$ cat config.mk
export PLATFORM = sky130hd
export DESIGN_NAME = iacf_ctrl
export DESIGN_NICKNAME = d
export VERILOG_FILES = /design/src/rtl/iacf_pkg.sv /design/src/rtl/iacf_ctrl.sv
export VERILOG_INCLUDE_DIRS = /design/src /design/src/rtl
export SDC_FILE = /design/constraint.sdc
export NUM_CORES = 1
export LEC_CHECK = 0
export ABC_CLOCK_PERIOD_IN_PS = 3600
export BUFFER_PORTS_ARGS = -buffer_cell sky130_fd_sc_hd__buf_2
export CAP_MARGIN = 30
export CORE_AREA = 4 4 41 43
export CTS_CLUSTER_SIZE = 20
export DETAILED_ROUTE_END_ITERATION = 8
export DIE_AREA = 0 0 45 47
export GPL_TIMING_DRIVEN = 0
export PLACE_DENSITY = 0.6
export SLEW_MARGIN = 20
export SYNTH_ARGS = -nofsm -noshare
export SYNTH_HDL_FRONTEND = slang
export SYNTH_SLANG_ARGS = --single-unit
$ cat constraint.sdc
create_clock -name clk -period 3.6 [get_ports clk]
set_input_delay 0 -clock clk [delete_from_list [all_inputs] [get_ports clk]]
set_output_delay 0 -clock clk [all_outputs]
set_load 0.05 [all_outputs]
$ cat src/rtl/imu_attitude_complementary_filter_unit_assert.svh
// Assertion macros for the attitude filter unit.
// Included by the modules that check their own logic; no other dependencies.
`ifndef IMU_ATTITUDE_COMPLEMENTARY_FILTER_UNIT_ASSERT_SVH
`define IMU_ATTITUDE_COMPLEMENTARY_FILTER_UNIT_ASSERT_SVH
`ifndef NO_ASSERTIONS
`define IACF_ASSERT_IMP(label, clk, rst_n, ante, cons) \
    label: assert property (@(posedge clk) disable iff (!rst_n) (ante) |-> (cons)) \
        else $error("assertion failed");
`define IACF_ASSERT_NXT(label, clk, rst_n, ante, cons) \
    label: assert property (@(posedge clk) disable iff (!rst_n) (ante) |=> (cons)) \
        else $error("assertion failed");
`else
`define IACF_ASSERT_IMP(label, clk, rst_n, ante, cons)
`define IACF_ASSERT_NXT(label, clk, rst_n, ante, cons)
`endif
`endif

$ cat src/rtl/iacf_pkg.sv
// Shared types, constants and the CORDIC angle table for the attitude filter.
// No dependencies.
package iacf_pkg;
    localparam int SAMPLE_BITS  = 16;
    localparam int CORDIC_STEPS = 16;
    localparam int STEP_BITS    = 5;
    localparam int WW           = 48;

    localparam logic signed [WW-1:0] HALF_TURN  = 48'sd11796480;
    localparam logic signed [WW-1:0] QUARTER    = 48'sd5898240;
    localparam logic signed [WW-1:0] CORDIC_K   = 48'sd652032875;
    localparam logic [15:0] BLEND_RESET = 16'd63570;
    localparam logic [15:0] SCALE_RESET = 16'd23488;
    localparam logic [1:0]  CFG_BLEND   = 2'd0;
    localparam logic [1:0]  CFG_SCALE   = 2'd1;

    typedef enum logic [4:0] {
        ST_IDLE, ST_ATAN_R, ST_ATAN_P, ST_INC_R, ST_INC_P, ST_BW_R, ST_BA_R,
        ST_BS_R, ST_BW_P, ST_BA_P, ST_BS_P, ST_SC_R, ST_SC_P, ST_M1, ST_M2,
        ST_M3, ST_M4, ST_M5, ST_M6, ST_M7, ST_ATAN_H, ST_DONE
    } state_t;

    typedef enum logic [1:0] { CM_NONE, CM_VEC, CM_ROT } cmode_t;

    typedef struct packed {
        state_t st;
        logic   start;
    } cmd_t;

    typedef struct packed {
        logic busy;
    } sts_t;

    function automatic logic signed [WW-1:0] atan_entry(input logic [STEP_BITS-1:0] i);
        case (i)
            5'd0: atan_entry = 48'sd2949120;  5'd1: atan_entry = 48'sd1740967;
            5'd2: atan_entry = 48'sd919879;   5'd3: atan_entry = 48'sd466945;
            5'd4: atan_entry = 48'sd234379;   5'd5: atan_entry = 48'sd117304;
            5'd6: atan_entry = 48'sd58666;    5'd7: atan_entry = 48'sd29335;
            5'd8: atan_entry = 48'sd14668;    5'd9: atan_entry = 48'sd7334;
            5'd10: atan_entry = 48'sd3667;    5'd11: atan_entry = 48'sd1833;
            5'd12: atan_entry = 48'sd917;     5'd13: atan_entry = 48'sd458;
            5'd14: atan_entry = 48'sd229;     5'd15: atan_entry = 48'sd115;
            5'd16: atan_entry = 48'sd57;      5'd17: atan_entry = 48'sd29;
            5'd18: atan_entry = 48'sd14;      5'd19: atan_entry = 48'sd7;
            5'd20: atan_entry = 48'sd4;       5'd21: atan_entry = 48'sd2;
            5'd22: atan_entry = 48'sd1;
            default: atan_entry = '0;
        endcase
    endfunction

    function automatic logic signed [WW-1:0] clamp_turn(input logic signed [WW-1:0] v);
        if (v < -HALF_TURN)     clamp_turn = -HALF_TURN;
        else if (v > HALF_TURN) clamp_turn = HALF_TURN;
        else                    clamp_turn = v;
    endfunction
endpackage

$ cat src/rtl/iacf_ctrl.sv
// Sequencer for the attitude filter: steps the datapath through one sample.
// Depends on iacf_pkg and the assertion macro header.
`include "imu_attitude_complementary_filter_unit_assert.svh"
module iacf_ctrl
    import iacf_pkg::*;
(
    input  logic clk,
    input  logic rst_n,
    input  logic in_go,
    input  logic out_take,
    input  logic cdone,
    output cmd_t cmd,
    output sts_t sts,
    output logic out_pending
);
    state_t state_reg, state_next;
    logic   first_reg, first_next, pend_reg, pend_next;

    always_comb
    begin
        state_next = state_reg;
        first_next = 1'b0;
        case (state_reg)
            ST_IDLE:   if (in_go) begin state_next = ST_ATAN_R; first_next = 1'b1; end
            ST_ATAN_R: if (cdone) begin state_next = ST_ATAN_P; first_next = 1'b1; end
            ST_ATAN_P: if (cdone) state_next = ST_INC_R;
            ST_INC_R:  state_next = ST_INC_P;
            ST_INC_P:  state_next = ST_BW_R;
            ST_BW_R:   state_next = ST_BA_R;
            ST_BA_R:   state_next = ST_BS_R;
            ST_BS_R:   state_next = ST_BW_P;
            ST_BW_P:   state_next = ST_BA_P;
            ST_BA_P:   state_next = ST_BS_P;
            ST_BS_P:   begin state_next = ST_SC_R; first_next = 1'b1; end
            ST_SC_R:   if (cdone) begin state_next = ST_SC_P; first_next = 1'b1; end
            ST_SC_P:   if (cdone) state_next = ST_M1;
            ST_M1:     state_next = ST_M2;
            ST_M2:     state_next = ST_M3;
            ST_M3:     state_next = ST_M4;
            ST_M4:     state_next = ST_M5;
            ST_M5:     state_next = ST_M6;
            ST_M6:     state_next = ST_M7;
            ST_M7:     begin state_next = ST_ATAN_H; first_next = 1'b1; end
            ST_ATAN_H: if (cdone) state_next = ST_DONE;
            ST_DONE:   if (!pend_reg || out_take) state_next = ST_IDLE;
            default:   state_next = ST_IDLE;
        endcase
    end

    always_comb
    begin
        pend_next = pend_reg;
        if (out_take) pend_next = 1'b0;
        if (state_reg == ST_DONE && (!pend_reg || out_take)) pend_next = 1'b1;
    end

    always_comb
    begin
        cmd.st = state_reg;
        cmd.start = first_reg;
        sts.busy = (state_reg != ST_IDLE);
        out_pending = pend_reg;
    end

    always_ff @(posedge clk or negedge rst_n)
    begin
        if (!rst_n)
        begin
            state_reg <= ST_IDLE;
            first_reg <= 1'b0;
            pend_reg <= 1'b0;
        end
        else
        begin
            state_reg <= state_next;
            first_reg <= first_next;
            pend_reg <= pend_next;
        end
    end

    `IACF_ASSERT_IMP(a_go_idle, clk, rst_n, in_go, state_reg == ST_IDLE)
    `IACF_ASSERT_NXT(a_done_pend, clk, rst_n, state_reg == ST_DONE && state_next == ST_IDLE, pend_reg)
    `IACF_ASSERT_IMP(a_start_cordic, clk, rst_n, first_reg, state_reg == ST_ATAN_R || state_reg == ST_ATAN_P || state_reg == ST_SC_R || state_reg == ST_SC_P || state_reg == ST_ATAN_H)
endmodule
==> results.sh <==
export IMPL_grt_pass1_vias=453
export IMPL_rsz0062_at_grt="false"
export IMPL_synthArstFlopShare_pct=100
export IMPL_dieArea_sq_mm=0.00212
export IMPL_rows=13
export IMPL_cpPeakStageDelay_ns=0.38
export IMPL_p_per_area_mw_per_mm2=1120
export IMPL_finalNonFillerCells=96
export IMPL_worst_pin_slew_ns=0.403
export IMPL_htreeDepth=1
export IMPL_crit_family="simple AND/OR/NAND/NOR gates"
export IMPL_slew_headroom_pct=73.2
export IMPL_clock_insertion_delay_worst_skew_ns=0.26
export IMPL_routed_wl_microns=1210
export IMPL_cts_sinks=7
export IMPL_synth_seq_cells=7
export IMPL_fmax_mhz=548
export IMPL_io_buffers=12
export IMPL_skew_ns=0.00469
export IMPL_grt_pass1_wl_microns=2040
export IMPL_cts_path_max_buffers=2
export IMPL_yosysTopAreaCell="dfrtp_1"
export IMPL_start_kind="flop"
export IMPL_crit_buf_inv=1
export IMPL_outcome="complete, no violations"
export IMPL_n_antenna_cell=0
export IMPL_required_ns=3.74
export IMPL_antenna_found_initial=0
export IMPL_drtIter0Drc=7
export IMPL_report_final_slew_viol_count=0
export IMPL_cts_setup_buffers=0
export IMPL_synth_area_leaders="dfrtp_1, nor2_1, a21oi_1, nand2_1, a21o_1"
export IMPL_netlist_area_sq_um=515
export IMPL_yosysSeqAreaShare_pct=34.0
export IMPL_cts_root_buf="clkbuf_4"
export IMPL_leakagePower_nw=0.289
export IMPL_grt_max_degree=11
export IMPL_overflow=0
export IMPL_drt_first_pass_iters=4
export IMPL_max_cap_viol_count=0
export IMPL_final_nets=87
export IMPL_synth_cells=64
export IMPL_setup_tns_ns=0
export IMPL_post_route_util_pct=48.5
export IMPL_yosysTopAreaCellShare_pct=34.0
export IMPL_yosysWarningCount=0
export IMPL_start_util_pct=39.6
export IMPL_area_delta_synth_final_pct=22.3
export IMPL_clk_pin_slew_worst_paths_ns=0.05
export IMPL_critPathCaptureType="flop"
export IMPL_drc_errors=0
export IMPL_viasPerCell=5.38
export IMPL_synth_edf_count=0
export IMPL_grt_usage_pct=14.0
export IMPL_wire_per_inst_microns=12.6
export IMPL_slowest_stage="dfrtp_1"
export IMPL_cts_resized=0
export IMPL_postSynthAreaPerCell_sq_um=8.05
export IMPL_synthesis_nets=69
export IMPL_io_pins=13
export IMPL_path_cells="buf_6, nor4b_1, a31oi_1, a211oi_1, or3_4, mux2_4"
export IMPL_cts_buffers=3
export IMPL_ir_worst_vdd_v=0.000434
export IMPL_fin_crit_ns=1.82
export IMPL_die_x_microns=45
export IMPL_worst_ep_arrival_time_ns=1.96
export IMPL_core_sq_mm=0.00130
export IMPL_finalHoldViolCount=0
export IMPL_synth_flop_cell="dfrtp_1"
export IMPL_ys_types=31
export IMPL_place_gp_congestion=0.753
export IMPL_drive_above_1_share_pct=25.9
export IMPL_fin_crit_sh_pct=50.7
export IMPL_vias=516
export IMPL_die_h_microns=47
export IMPL_cp_max_fo=7
export IMPL_hold_class="in2reg"
export IMPL_largest_reg_flops=5
export IMPL_hpwl_microns=890
export IMPL_finalSetupViolCount=0
export IMPL_crit_type="reg2reg"
export IMPL_final_antenna_net_count=0
export IMPL_cts_tree="built"
export IMPL_dp_cells=91
## worst paths after layout
kind / startpoint / end / slack, ns / depth (start not counted)
worst max-delay path: state_reg[0] / state_reg[0] / 1.78 / 6
worst min-delay path: out_take / out_pending / 0.06 / 3
worst max register to register: state_reg[0] / state_reg[0] / 1.78 / 6
worst min register to register: out_pending / out_pending / 0.53 / 2
max in group asynchronous: rst_n / state_reg[0] / 3.33 / 2
min in group asynchronous: rst_n / state_reg[3] / 0.11 / 2
## routing by layer
layer / share of wire (%) / routed length, microns / GRT usage (%)
met2: 46 / 555 / 22.6
met3: 7.8 / 94 / 6.90
met1: 46 / 550 / 15.9
met4: 0.50 / 6 / 5.26
met5: 0 / 0 / 0
## what timing repair did
action,4_1_cts,5_1_grt
endpoints found under the hold margin,7,0
endpoints found under the setup margin,0,0
hold buffers,1,0
## placed cells by master, fill, tap and decap left out, types with 2 or more instances in the layout
cell type  synthesis  routed
nor2_1             8       8
nand2_1            5       5
a31oi_1            2       2
o21ai_0            2       2
clkbuf_1           3       4
nand3b_1           2       2
a21o_1             2       2
o31ai_1            2       2
dfrtp_1            7       7
buf_4              2       2
nor3_1             2       2
o21ai_1            2       2
clkbuf_4           0       3
nand3_1            2       2
buf_2              1      13
nand2b_1           2       2
a21oi_1            5       5
## area by class of cell
class | count | area [sq um]
Multi-Input combinational cell | 49 | 294
Tap cell | 15 | 18.8
Sequential cell | 7 | 175
Clock buffer | 4 | 26.3
Fill cell | 139 | 671
Inverter | 1 | 3.75
Buffer | 7 | 42.5
Timing Repair Buffer | 13 | 70.1
## cells by family after synthesis
logic type             after synthesis  synth area share, %
AO/OA/AOI/OAI                       19                 23.3
XOR/XNOR                             2                 3.40
buffers and inverters                8                 8.98
flip-flops                           7                 34.0
multiplexers                         1                 2.91
AND/OR/NAND/NOR                     27                 27.4
## report_power, final
part / total [W] / internal, W / switching (W)
clock network: 0.0000732 / 0.0000424 / 0.0000307
logic: 0.000483 / 0.000176 / 0.000307
registers: 0.000151 / 0.000111 / 0.0000396
## synth_stat cells, drive strengths merged (3+ instances only)
library cell	count
a21oi	5
buf	4
clkbuf	3
dfrtp	7
nand2	5
nor2	8
o21ai	4
## metrics by stage
| step | total power, W | hold WS, ns | area (sq um) | setup WS [ns] |
|---|---|---|---|---|
| global placement | 0.000631 | -0.159 | 594 | 1.83 |
| floorplan | 0.000539 | -0.296 | 515 | 1.62 |
| finish | 0.000707 | 0.0589 | 631 | 1.78 |
| global route | 0.000762 | 0.0662 | 631 | 1.65 |
| detailed placement | 0.000635 | -0.152 | 594 | 1.79 |
| CTS | 0.000714 | 0.0482 | 631 | 1.77 |
## worst register-to-register path: stages (launching register included)
cell and delay (ns):
dfrtp_1 0.38, buf_6 0.13, nor4b_1 0.31, a31oi_1 0.09, a211oi_1 0.32, or3_4 0.20
mux2_4 0.28
(Power assumes the default switching activity.)
